--- src/emgbp_pkg.sv ---
// Shared types, widths, filter coefficients and helpers for the EMG bandpass/envelope block.
// Self-contained; imported by the top level.
package emgbp_pkg;

  // Item field widths
  localparam int RAW_W      = 12;
  localparam int FILT_W     = 14;
  localparam int ENV_W      = 14;
  localparam int MAG_W      = 13;
  localparam int OUT_LIMIT  = 8191;
  localparam int IN_DATA_W  = 16;
  localparam int OUT_DATA_W = 32;
  localparam int OUT_PAD_W  = OUT_DATA_W - FILT_W - ENV_W;

  // Filter arithmetic
  localparam int SECTIONS = 4;
  localparam int SEC_W    = 2;
  localparam int COEF_W   = 25;   // Q2.22 plus sign, +2.0 exact
  localparam int VAL_W    = 40;   // Q24.16 section values
  localparam int FRAC_W   = 16;
  localparam int WHOLE_W  = VAL_W - FRAC_W;
  localparam int HALF_W   = 20;   // value split into two halves for the multiplier
  localparam int OPH_W    = HALF_W + 1;
  localparam int PROD_W   = COEF_W + OPH_W;
  localparam int PACC_W   = PROD_W - HALF_W;
  localparam int MSUM_W   = PROD_W + 1;
  localparam int ACC_W    = MSUM_W - 2;
  localparam int PIDX_W   = 3;
  localparam int DCNT_W   = 4;

  typedef logic signed [COEF_W-1:0] coef_t;
  typedef logic signed [VAL_W-1:0]  val_t;
  typedef logic signed [ACC_W-1:0]  acc_t;

  // Product slots within one section, in issue order
  localparam logic [PIDX_W-1:0] P_FB1 = 3'd0;  // f1 * d1
  localparam logic [PIDX_W-1:0] P_FB2 = 3'd1;  // f2 * d2
  localparam logic [PIDX_W-1:0] P_FF1 = 3'd2;  // b1 * d1
  localparam logic [PIDX_W-1:0] P_FF2 = 3'd3;  // b2 * d2
  localparam logic [PIDX_W-1:0] P_FF0 = 3'd4;  // b0 * w

  localparam coef_t FB_ONE [SECTIONS] = '{
    25'sd2315062, 25'sd3608635, 25'sd1567296, 25'sd4848665};
  localparam coef_t FB_TWO [SECTIONS] = '{
    -25'sd2535948, -25'sd2663884, -25'sd3407818, -25'sd3555159};
  localparam coef_t FF_ZERO [SECTIONS] = '{
    25'sd9374, 25'sd4194304, 25'sd4194304, 25'sd4194304};
  localparam coef_t FF_ONE [SECTIONS] = '{
    25'sd18748, 25'sd8388608, -25'sd8388608, -25'sd8388608};
  localparam coef_t FF_TWO [SECTIONS] = '{
    25'sd9374, 25'sd4194304, 25'sd4194304, 25'sd4194304};

  function automatic coef_t coef_of(input logic [SEC_W-1:0] sec,
                                    input logic [PIDX_W-1:0] pidx);
    coef_t c;
    unique case (pidx)
      P_FB1:   c = FB_ONE[sec];
      P_FB2:   c = FB_TWO[sec];
      P_FF1:   c = FF_ONE[sec];
      P_FF2:   c = FF_TWO[sec];
      P_FF0:   c = FF_ZERO[sec];
      default: c = '0;
    endcase
    return c;
  endfunction

  // Clamp an accumulator to the 40-bit section value range.
  function automatic val_t sat_val(input acc_t v);
    logic fits;
    fits = (&v[ACC_W-1:VAL_W-1]) || (~|v[ACC_W-1:VAL_W-1]);
    if (fits) begin
      return v[VAL_W-1:0];
    end
    return v[ACC_W-1] ? {1'b1, {(VAL_W-1){1'b0}}} : {1'b0, {(VAL_W-1){1'b1}}};
  endfunction

endpackage

--- src/emgbp_ram.sv ---
// Generic single-write, single-read RAM with registered read data.
// No dependencies.
module emgbp_ram #(
  parameter int WIDTH = 13,
  parameter int DEPTH = 64
) (
  input  logic                     clk,
  input  logic                     we,
  input  logic [$clog2(DEPTH)-1:0] waddr,
  input  logic [WIDTH-1:0]         wdata,
  input  logic                     re,
  input  logic [$clog2(DEPTH)-1:0] raddr,
  output logic [WIDTH-1:0]         rdata
);

  logic [WIDTH-1:0] mem [DEPTH];

  always_ff @(posedge clk) begin
    if (we) begin
      mem[waddr] <= wdata;
    end
    if (re) begin
      rdata <= mem[raddr];
    end
  end

endmodule

--- src/emg_bandpass_envelope_top.sv ---
// Top level of the EMG bandpass filter with moving-average envelope.
// Uses emgbp_pkg (types, coefficients, saturation) and emgbp_ram (window store).

// Each input item carries one converter sample and the electrode wear bit; each
// item yields exactly one result item (filtered value, envelope, wear bit).
// The sample runs through four biquad sections (8th-order bandpass) on a single
// shared 25x21 signed multiplier: every coefficient product is done as a low-half
// and a high-half pass, for the 20 products per sample. After that come the tail
// states (merge the last halves, last section output), truncate/clamp/rectify,
// the window update, the envelope (divide by WINDOW_DEPTH as a constant reciprocal
// multiply), then the load of the output register. A new item is taken only after
// the previous one has been loaded into the output register. The output load
// waits while the previous result is still held by the sink, which stalls the item.
// s_axis_tready is high only while the sequencer is idle and reset is low; the
// output register lets a new item in while the previous result still waits. The
// window store is a RAM whose stale contents are masked by a wrap flag until the
// first full pass, so no clearing sweep is needed after reset.
module emg_bandpass_envelope_top
  import emgbp_pkg::*;
#(
  parameter int WINDOW_DEPTH = 64,
  parameter int SAMPLE_BITS  = 12
) (
  input  logic                  clk,
  input  logic                  rst,
  input  logic                  s_axis_tvalid,
  output logic                  s_axis_tready,
  input  logic [IN_DATA_W-1:0]  s_axis_tdata,  // [11:0] raw_sample, rest zero
  input  logic [0:0]            s_axis_tuser,  // [0] wear_detect
  output logic                  m_axis_tvalid,
  input  logic                  m_axis_tready,
  output logic [OUT_DATA_W-1:0] m_axis_tdata,  // [13:0] filtered_value, [27:14] envelope_value
  output logic [0:0]            m_axis_tuser   // [0] wear_flag
);

  localparam int SLOT_W    = $clog2(WINDOW_DEPTH);
  localparam int SUM_W     = MAG_W + SLOT_W;
  localparam int USED_BITS = (SAMPLE_BITS < RAW_W) ? SAMPLE_BITS : RAW_W;
  localparam logic [RAW_W-1:0] RAW_MASK = RAW_W'((1 << USED_BITS) - 1);
  localparam logic [SUM_W-1:0] SUM_MAX  = SUM_W'(OUT_LIMIT * WINDOW_DEPTH);
  localparam logic [SLOT_W-1:0] LAST_SLOT = SLOT_W'(WINDOW_DEPTH - 1);
  localparam logic signed [WHOLE_W-1:0] LIM_POS = WHOLE_W'(OUT_LIMIT);
  localparam logic signed [WHOLE_W-1:0] LIM_NEG = -WHOLE_W'(OUT_LIMIT);

  // floor(sum / WINDOW_DEPTH) = (sum * RECIP) >> RECIP_SH, exact for any sum
  // below 2^SUM_W with RECIP = ceil(2^RECIP_SH / WINDOW_DEPTH)
  localparam int RECIP_SH = SUM_W + SLOT_W;
  localparam int RECIP_W  = SUM_W + 1;
  localparam int EPROD_W  = SUM_W + RECIP_W;
  localparam logic [RECIP_W-1:0] RECIP = RECIP_W'(
    ((64'd1 << RECIP_SH) + 64'(WINDOW_DEPTH) - 64'd1) / 64'(WINDOW_DEPTH));

  // Sequencer states
  localparam logic [3:0] ST_IDLE  = 4'd0;
  localparam logic [3:0] ST_RUN   = 4'd1;  // product stream, low and high half pass per product
  localparam logic [3:0] ST_TAILA = 4'd2;  // merge halves of the last product
  localparam logic [3:0] ST_TAILB = 4'd3;  // last section output
  localparam logic [3:0] ST_POST  = 4'd4;  // truncate, clamp, rectify
  localparam logic [3:0] ST_WIN   = 4'd5;  // window store and running sum
  localparam logic [3:0] ST_ENV   = 4'd6;  // window mean by reciprocal multiply
  localparam logic [3:0] ST_OUT   = 4'd7;

  logic [3:0]        state;
  logic [SEC_W-1:0]  sec;
  logic [PIDX_W-1:0] pidx;
  logic              phase;     // 0: low half pass, 1: high half pass

  val_t dly1 [SECTIONS];
  val_t dly2 [SECTIONS];
  logic [SUM_W-1:0]  window_sum;
  logic [SLOT_W-1:0] write_slot;
  logic              wrapped;   // window store fully written at least once

  // datapath registers
  val_t                     x_reg;   // section input / final output
  val_t                     w_reg;
  logic signed [PROD_W-1:0] prod;
  logic signed [PACC_W-1:0] pacc;
  logic signed [MSUM_W-1:0] msum;
  acc_t                     acc;
  logic                     wear_reg;
  logic signed [FILT_W-1:0] filt_reg;
  logic [MAG_W-1:0]         mag_reg;
  logic [MAG_W-1:0]         env_q;

  logic accept;
  assign s_axis_tready = (state == ST_IDLE) && !rst;
  assign accept        = s_axis_tvalid && s_axis_tready;

  // ---- shared multiplier -------------------------------------------------
  coef_t                    coef_sel;
  val_t                     op_full;
  logic signed [OPH_W-1:0]  op_half;
  logic signed [PROD_W-1:0] mul_out;
  logic signed [MSUM_W-1:0] msum_next;
  acc_t                     term;
  val_t                     fin_val;

  assign coef_sel = coef_of(sec, pidx);

  always_comb begin
    unique case (pidx) inside
      P_FB1, P_FF1: op_full = dly1[sec];
      P_FB2, P_FF2: op_full = dly2[sec];
      P_FF0:        op_full = w_reg;
      default:      op_full = '0;
    endcase
  end

  // low half is unsigned, high half carries the sign
  assign op_half = phase ? {op_full[VAL_W-1], op_full[VAL_W-1:HALF_W]}
                         : {1'b0, op_full[HALF_W-1:0]};
  assign mul_out = PROD_W'(coef_sel) * PROD_W'(op_half);

  // floor(c*v / 2^22) = floor((c*hi + floor(c*lo / 2^20)) / 4)
  assign msum_next = MSUM_W'(prod) + MSUM_W'(pacc);
  assign term      = msum[MSUM_W-1:2];
  assign fin_val   = sat_val(acc + term);

  // ---- post-filter -------------------------------------------------------
  val_t                      adj;
  logic signed [WHOLE_W-1:0] whole;
  logic signed [FILT_W-1:0]  filt_next;
  logic [MAG_W-1:0]          mag_next;

  always_comb begin
    // round toward zero: bias negatives before the shift
    adj   = x_reg + (x_reg[VAL_W-1] ? val_t'({FRAC_W{1'b1}}) : '0);
    whole = adj[VAL_W-1:FRAC_W];
    if (whole > LIM_POS) begin
      filt_next = FILT_W'(LIM_POS);
    end else if (whole < LIM_NEG) begin
      filt_next = FILT_W'(LIM_NEG);
    end else begin
      filt_next = whole[FILT_W-1:0];
    end
    mag_next = filt_next[FILT_W-1] ? MAG_W'(-filt_next) : filt_next[MAG_W-1:0];
  end

  // ---- window ------------------------------------------------------------
  logic [MAG_W-1:0] ram_rdata;
  logic [MAG_W-1:0] old_mag;
  logic [SUM_W-1:0] sum_next;

  assign old_mag  = wrapped ? ram_rdata : '0;
  assign sum_next = window_sum - SUM_W'(old_mag) + SUM_W'(mag_reg);

  emgbp_ram #(
    .WIDTH (MAG_W),
    .DEPTH (WINDOW_DEPTH)
  ) u_window (
    .clk   (clk),
    .we    (state == ST_WIN),
    .waddr (write_slot),
    .wdata (mag_reg),
    .re    (accept),
    .raddr (write_slot),
    .rdata (ram_rdata)
  );

  // ---- envelope: window mean ---------------------------------------------
  logic [EPROD_W-1:0] env_prod;

  assign env_prod = EPROD_W'(window_sum) * EPROD_W'(RECIP);

  // ---- control -----------------------------------------------------------
  always_ff @(posedge clk) begin
    if (rst) begin
      state      <= ST_IDLE;
      sec        <= '0;
      pidx       <= P_FB1;
      phase      <= 1'b0;
      window_sum <= '0;
      write_slot <= '0;
      wrapped    <= 1'b0;
      m_axis_tvalid <= 1'b0;
      for (int i = 0; i < SECTIONS; i++) begin
        dly1[i] <= '0;
        dly2[i] <= '0;
      end
    end else begin
      if (state == ST_OUT && (!m_axis_tvalid || m_axis_tready)) begin
        m_axis_tvalid <= 1'b1;
      end else if (m_axis_tready) begin
        m_axis_tvalid <= 1'b0;
      end
      unique case (state)
        ST_IDLE: begin
          if (accept) begin
            sec   <= '0;
            pidx  <= P_FB1;
            phase <= 1'b0;
            state <= ST_RUN;
          end
        end
        ST_RUN: begin
          phase <= ~phase;
          if (phase) begin
            if (pidx == P_FF0) begin
              // section done: shift its delay line
              dly2[sec] <= dly1[sec];
              dly1[sec] <= w_reg;
              pidx      <= P_FB1;
              if (sec == SEC_W'(SECTIONS - 1)) begin
                state <= ST_TAILA;
              end else begin
                sec <= sec + 1'b1;
              end
            end else begin
              pidx <= pidx + 1'b1;
            end
          end
        end
        ST_TAILA: state <= ST_TAILB;
        ST_TAILB: state <= ST_POST;
        ST_POST:  state <= ST_WIN;
        ST_WIN: begin
          window_sum <= sum_next;
          if (write_slot == LAST_SLOT) begin
            write_slot <= '0;
            wrapped    <= 1'b1;
          end else begin
            write_slot <= write_slot + 1'b1;
          end
          state <= ST_ENV;
        end
        ST_ENV: state <= ST_OUT;
        ST_OUT: begin
          if (!m_axis_tvalid || m_axis_tready) begin
            state <= ST_IDLE;
          end
        end
        default: state <= ST_IDLE;
      endcase
    end
  end

  // ---- datapath ----------------------------------------------------------
  always_ff @(posedge clk) begin
    unique case (state)
      ST_IDLE: begin
        if (accept) begin
          x_reg    <= val_t'({s_axis_tdata[RAW_W-1:0] & RAW_MASK, {FRAC_W{1'b0}}});
          wear_reg <= s_axis_tuser[0];
        end
      end
      ST_RUN: begin
        prod <= mul_out;
        if (!phase) begin
          msum <= msum_next;           // merge halves of the previous product
        end else begin
          pacc <= prod[PROD_W-1:HALF_W];
          unique case (pidx)
            P_FB1: if (sec != '0) x_reg <= fin_val;  // previous section output
            P_FB2: acc   <= acc_t'(x_reg) + term;
            P_FF1: w_reg <= fin_val;
            P_FF2: acc   <= term;
            P_FF0: acc   <= acc + term;
            default: acc <= acc;
          endcase
        end
      end
      ST_TAILA: msum  <= msum_next;
      ST_TAILB: x_reg <= fin_val;
      ST_POST: begin
        filt_reg <= filt_next;
        mag_reg  <= mag_next;
      end
      ST_ENV: env_q <= env_prod[RECIP_SH+MAG_W-1:RECIP_SH];
      ST_OUT: begin
        if (!m_axis_tvalid || m_axis_tready) begin
          m_axis_tdata <= {{OUT_PAD_W{1'b0}}, env_q, 1'b0, filt_reg};
          m_axis_tuser <= wear_reg;
        end
      end
      default: acc <= acc;
    endcase
  end

  // ---- assertions --------------------------------------------------------
  a_busy_after_accept: assert property (@(posedge clk) disable iff (rst)
    (s_axis_tvalid && s_axis_tready) |=> !s_axis_tready)
    else $error("block took a second item while busy");

  a_sum_bound: assert property (@(posedge clk) disable iff (rst)
    window_sum <= SUM_MAX)
    else $error("window sum above full-scale bound");

  a_env_done: assert property (@(posedge clk) disable iff (rst)
    (state == ST_ENV) |=> state == ST_OUT)
    else $error("envelope step did not hand over to output");

  a_out_source: assert property (@(posedge clk) disable iff (rst)
    $rose(m_axis_tvalid) |-> $past(state) == ST_OUT)
    else $error("result shown outside output load");

endmodule

--- config.mk ---
export PLATFORM = sky130hd
export DESIGN_NAME = emg_bandpass_envelope_top
export DESIGN_NICKNAME = d
export VERILOG_FILES = /design/src/emgbp_pkg.sv /design/src/emgbp_ram.sv /design/src/emg_bandpass_envelope_top.sv
export SDC_FILE = /design/constraint.sdc
export NUM_CORES = 2
export LEC_CHECK = 0
export BUFFER_PORTS_ARGS = -buffer_cell sky130_fd_sc_hd__buf_2
export CELL_PAD_IN_SITES_DETAIL_PLACEMENT = 0
export CELL_PAD_IN_SITES_GLOBAL_PLACEMENT = 2
export CORE_AREA = 2 2 460 462
export CTS_CLUSTER_SIZE = 25
export DETAILED_ROUTE_END_ITERATION = 7
export DIE_AREA = 0 0 462 464
export PLACE_DENSITY_LB_ADDON = 0.1
export SYNTH_ARGS = -nofsm -noshare
export SYNTH_HDL_FRONTEND = slang
export SYNTH_SLANG_ARGS = --single-unit
--- constraint.sdc ---
create_clock -name clk -period 9.7 [get_ports clk]
set_clock_uncertainty 0.2 [all_clocks]
set_input_delay 0.97 -clock clk [delete_from_list [all_inputs] [get_ports clk]]
set_output_delay 0.97 -clock clk [all_outputs]
set_load 0.02 [all_outputs]
### Yosys cells after proc, flatten, opt, wreduce, memory -nomap -nowiden

Memory sizes are Yosys's and may differ from the RTL's. A register that Yosys moved wholly into a read port is not among the register bits.
Cells that the tools add are included.
Widths: inputs -> output; s select.

* memories kept: 3
* bits in writable memories: 1152
* output and inout port bits: 35
* register bits: 350
* logic and storage cells: 167
* input port bits: 21

* reduce and logical (&&, ||, !) cells: 35
* multipliers: 1
* order comparisons: 3
* add/subtract/negate cells: 10
* eq/ne operators: 22
* muxes and demuxes: 71
* bitwise logic cells: 2

Memory list
* u_window.mem: words 64, width 13, rd ports 1, clocked after memory_dff 1, wr ports 1, RTL line emgbp_ram.sv:16 `logic [WIDTH-1:0] mem [DEPTH];`
* dly1: words 4, width 40, rd ports 1, clocked after memory_dff 1, wr ports 4, RTL line emg_bandpass_envelope_top.sv:68 `val_t dly1 [SECTIONS];`
* dly2: words 4, width 40, rd ports 1, clocked after memory_dff 1, wr ports 4, RTL line emg_bandpass_envelope_top.sv:69 `val_t dly2 [SECTIONS];`

Operators by type and width (count)
* $mux 40: 9
* $pmux 40 s3: 2
* $bmux 25 s2: 4
* $mux 25: 8
* $pmux 45 s3: 1
* $pmux 25 s4: 1
* $pmux 47 s2: 1
* $reduce_or 40->1: 2
* $add 46x26->47: 1
* $mux 47: 1
* $mul 25x21->46: 1
* $add 40x45->45: 1
* $add 45x45->45: 1
* $add 40x16->40: 1
* $pmux 4 s8: 1
* $mux 14: 2
* $mux 13: 2
* $gt 24x14->1 const B: 1
* $lt 24x14->1 const B: 1
* $mux 21: 1
* $mux 2: 10
* $mux 4: 5
* $add 19x13->19: 1
* $sub 19x13->19: 1
* 37 further kinds: 85

### Longest topological paths before layout

* word-level depth: 10
* gate-level depth with buffers: 40
* gate-level depth less buffers: 36

### Modules after synthesis

From an unflattened synthesis, not the netlist that was laid out.

* cells, all modules: 6679
* area, all modules: 87710.4 µm²

Modules (own cells, without submodules)
* emg_bandpass_envelope_top: cells an instance 5277, seq. area each 19678.9 µm², area an instance 55235.5 µm², instances 1
* emgbp_ram: cells an instance 1402, seq. area each 25374.3 µm², area an instance 32474.9 µm², instances 1

### Worst setup path before layout

OpenSTA, ideal clock, no wires.

* path kind: register to register
* start: register (tool-made name)
* end: register prod[44] (data pin)
* clock period less this slack: 9.049 ns
* slack: 0.651 ns
* data arrival time: 8.591 ns
* library setup time: 0.258 ns
* required time: 9.242 ns
* cell stages (with the launch flop): 32
* path through: dfxtp_1 > clkbuf_1 > buf_2 > buf_2 > buf_2 > mux4_2 > o22ai_1 > a21o_1 > clkbuf_1 > nor2_1 > fa_1 > inv_1 > fa_1 > fa_1 > inv_1 > fa_1 > fa_1 > fa_1 > fa_1 > ha_1 > a21o_1 > a21o_1 > a211oi_1 > nand2_1 > a21oi_1 > a211oi_1 > a31o_2 > a21oi_1 > a21oi_1 > a211o_1 > a21oi_1 > xnor2_1

RTL lines
* to (signal assigned): RTL line emg_bandpass_envelope_top.sv:248 `prod <= mul_out;`
* to (decl): RTL line emg_bandpass_envelope_top.sv:77 `logic signed [PROD_W-1:0] prod;`

==> results by group <==
Clocking
  • Hold_buf cts: 0
  • CTS max path bufs: 3
  • CTS tree: done
  • Root buffer cell: clkbuf_16
  • Reg clk slew, reported paths: about 0.060 ns
  • CTS Sinks: ~1500
  • Max H-tree Level: 4
  • Total CTS buffers: about 170
  • Skew-Pair Late Insertion Delay: roughly 0.85 ns

Place
  • DP Worst Slack: 0.128 ns
  • Placed Instance Area: 90600 sq um
  • I/O Buffers: 46
  • GPL Wtd Cong: about 0.86
  • Post-DP HPWL: approximately 180 mm

Final layout
  • Reg with most FFs: u_window.mem
  • Max FFs per register: around 830
  • Final nets: 7836
  • Cell area after layout: 96000 sq um
  • Layout cells sized above 1: 10.6%
  • Area grow syn2layout: 12.3%
  • Fill count: 18905
  • Most frequent cells in the layout: edfxtp_1, inv_1, nand2_1
  • Largest regs: u_window.mem: 832 flops, dly1: 160 flops, dly2: 160 flops
  • Most common cell after layout, fill and taps aside: edfxtp_1

Timing
  • Fmax: 108 MHz
  • Setup-failing EPs final: 0
  • Slew @ Worst Pin: 1.10 ns
  • Slew headroom: between 20% and 30%
  • Max Slew Vio Count: 0
  • Final Hold Fails: 0
  • Setup WS post-layout: between 0.4 and 0.5 ns
  • Final TNS setup: 0 ns
  • RSZ-0062 raised after global routing: no
  • Period Utilization, post-route: around 95%
  • Min cycle time layout: 9.23 ns

Yosys
  • Synth Warn #: 0
  • Synthesized cell area: 85500 sq um
  • Post-synthesis register bit count: 1513
  • Top post-synthesis cells by area: edfxtp_1, fa_1, ha_1, inv_1, and2_1
  • Syn Area/Cell: 12.5 sq um
  • Number of flops mapped to enable cells by yosys: 1475
  • FFs w/ async S/R, synth: 0%
  • Post-synthesis cell count: 6837
  • Synth Flop Type: edfxtp_1
  • Synth area leader: edfxtp_1
  • Yosys cell types: between 90 and 100
  • Synth top area share: 51.8%
  • Sequential element share of the synthesized area: 52.7%

Drt
  • WL per Instance: between 20 and 30 um
  • ANT nets after route: 0
  • DRC violations left: 0
  • Routed vias: 54731
  • Initial DRC Count: ~4700
  • Vias per cell: 5.52
  • First-pass DRT Iterations: 6
  • Total Wirelength: roughly 260 mm

Critical path
  • CP required: 10.05 ns
  • CP most frequent cell: fa_1
  • Crit path max-delay family: adder cells
  • R2R depth: 31
  • Slowest stage delay, CP: 0.58 ns
  • R2r endpoint: prod[43]
  • Stages on worst setup path: 31
  • Critical path destination: prod[43]
  • Crit path DAT: about 9.6 ns
  • FF-to-FF setup slack: 0.47 ns
  • Critical path class: reg2reg
  • CP max stage cell: mux4_2
  • CP max FO: 21
  • Critical path capture point type: register
  • Buf/Inv on CP: 8
  • Crit start category: register

Power
  • Pwr/cell area: 279 nW/um^2
  • Leak Pwr: 36.2 nW
  • VDD IR max: 534 uV

Global route
  • All-Layer GR Usage: about a quarter
  • Largest net degree at the start of global routing: 106
  • First-pass GRT wire length: 387 mm
  • Initial antenna violation count: 20
  • Vias in the first global route: 56147
  • Total global routing overflow: 0

Die
  • Die width: around 460 um
  • Die area: 214000 sq um
  • Rows: between 150 and 200
  • Core footprint: 209000 sq um
  • Die H: 464 um
  • Initial Util: 40.9%
  • I/O Pins: 56

Job
  • Maxcap violations: 0

Min path
  • Min-delay worst type: in2reg
  • Worst hold stages: 1

Status
  • Outcome: complete, no violations
==> cells by family after synthesis <==
group,count (synthesis),share of synthesized area (%)
and+or+nand+nor,1728,9.73
DFF,1513,52.7
AOI/OAI and AO/OA,1347,10.9
buffers and inverters,1085,4.85
adders and majority gates,850,17.3
xor gates and xnor gates,199,2.05
muxes,114,2.53
other,1,0.00438
==> repair_timing <==
action	in CTS	in global routing
resized for setup	0	4
setup endpoints to repair	0	5
setup buffers	0	5
==> layout make-up <==
class | instances | area (sq um) | share of cell area, %
flip-flops and latches | 1513 | 45100 | 46.9
multi-input cells | 4243 | 36800 | 38.3
clock buffers | 204 | 4330 | 4.50
well taps | 2805 | 3510 | 3.65
inverters | 751 | 2820 | 2.94
repair buffers | 291 | 2460 | 2.56
clock inverters | 96 | 1080 | 1.13
diodes | 5 | 12.5 | 0.0130
==> worst min-delay path by stage <==
stage                                  end       startpoint  slack [ns]
after detailed placement  m_axis_tdata[22]         env_q[7]        0.20
after global routing              wear_reg     s_axis_tuser        0.16
final                             wear_reg     s_axis_tuser        0.20
after floorplan           m_axis_tdata[10]     filt_reg[10]        0.20
after global placement    m_axis_tdata[18]         env_q[3]        0.21
after CTS                        x_reg[18]  s_axis_tdata[2]        0.16
==> cells in the mapped netlist, drive strengths merged, types with 7 or more instances <==
master     n
mux4      80
o21ai    165
o211ai    14
edfxtp  1475
o21bai    17
and2     375
a221o     17
a221oi    90
a21boi     7
clkbuf   278
or2       21
or3       21
nor3      54
nand2b    46
nand2    588
dfxtp     38
nor2b     31
mux2i     16
a21o     113
buf       56
o221ai    31
a211o      9
nand4     49
a211oi    24
a41oi      8
a31o       8
a31oi    106
xnor2    121
and3      25
inv      751
nor3b     10
o22ai     16
a22o      82
nor4      25
o21a      33
nor2     375
mux2      18
xor2      78
a21oi    286
ha       300
a22oi    268
nand3     86
fa       550
==> worst reg2reg max path: cells and delay by family (launching register included) <==
| kind | cells | cell delay, ns |
|---|---|---|
| XOR/XNOR | 1 | 0.08 |
| multiplexers | 2 | 0.89 |
| buffers and inverters | 8 | 1.16 |
| AND/OR/NAND/NOR | 1 | 0.29 |
| AO/OA/AOI/OAI | 11 | 2.26 |
| flip-flops | 1 | 0.48 |
| adder cells (fa/ha/maj) | 8 | 3.61 |
==> power by group <==
part / leakage [nW] / total, W / switching (W) / internal (W)
clock network: 2.60 / 0.00626 / 0.00277 / 0.00349
logic: 19.9 / 0.0124 / 0.00750 / 0.00492
registers: 13.7 / 0.00811 / 0.000265 / 0.00784
==> per-layer routing <==
| layer | global-route usage [%] | part of all wire (%) | up-vias |
|---|---|---|---|
| met4 | 5.98 | 2.3 | 2 |
| met2 | 41.2 | 49 | 1536 |
| met1 | 33.9 | 43 | 28246 |
| met5 | 0 | 0.0049 | - |
| met3 | 3.60 | 5.6 | 281 |
| li1 | - | - | 24666 |
==> per-stage QoR <==
step	power [W]	util, %	std cells	hold slack [ns]
after floorplan	0.0155	-	6841	0.200
after global placement	0.0208	43.3	9598	0.205
after detailed placement	0.0208	43.3	9598	0.205
after CTS	0.0271	45.9	9898	0.160
after global routing	0.0286	45.9	9904	0.164
final	0.0268	45.9	9908	0.203
Note: power is estimated with default switching activity, not from simulation.
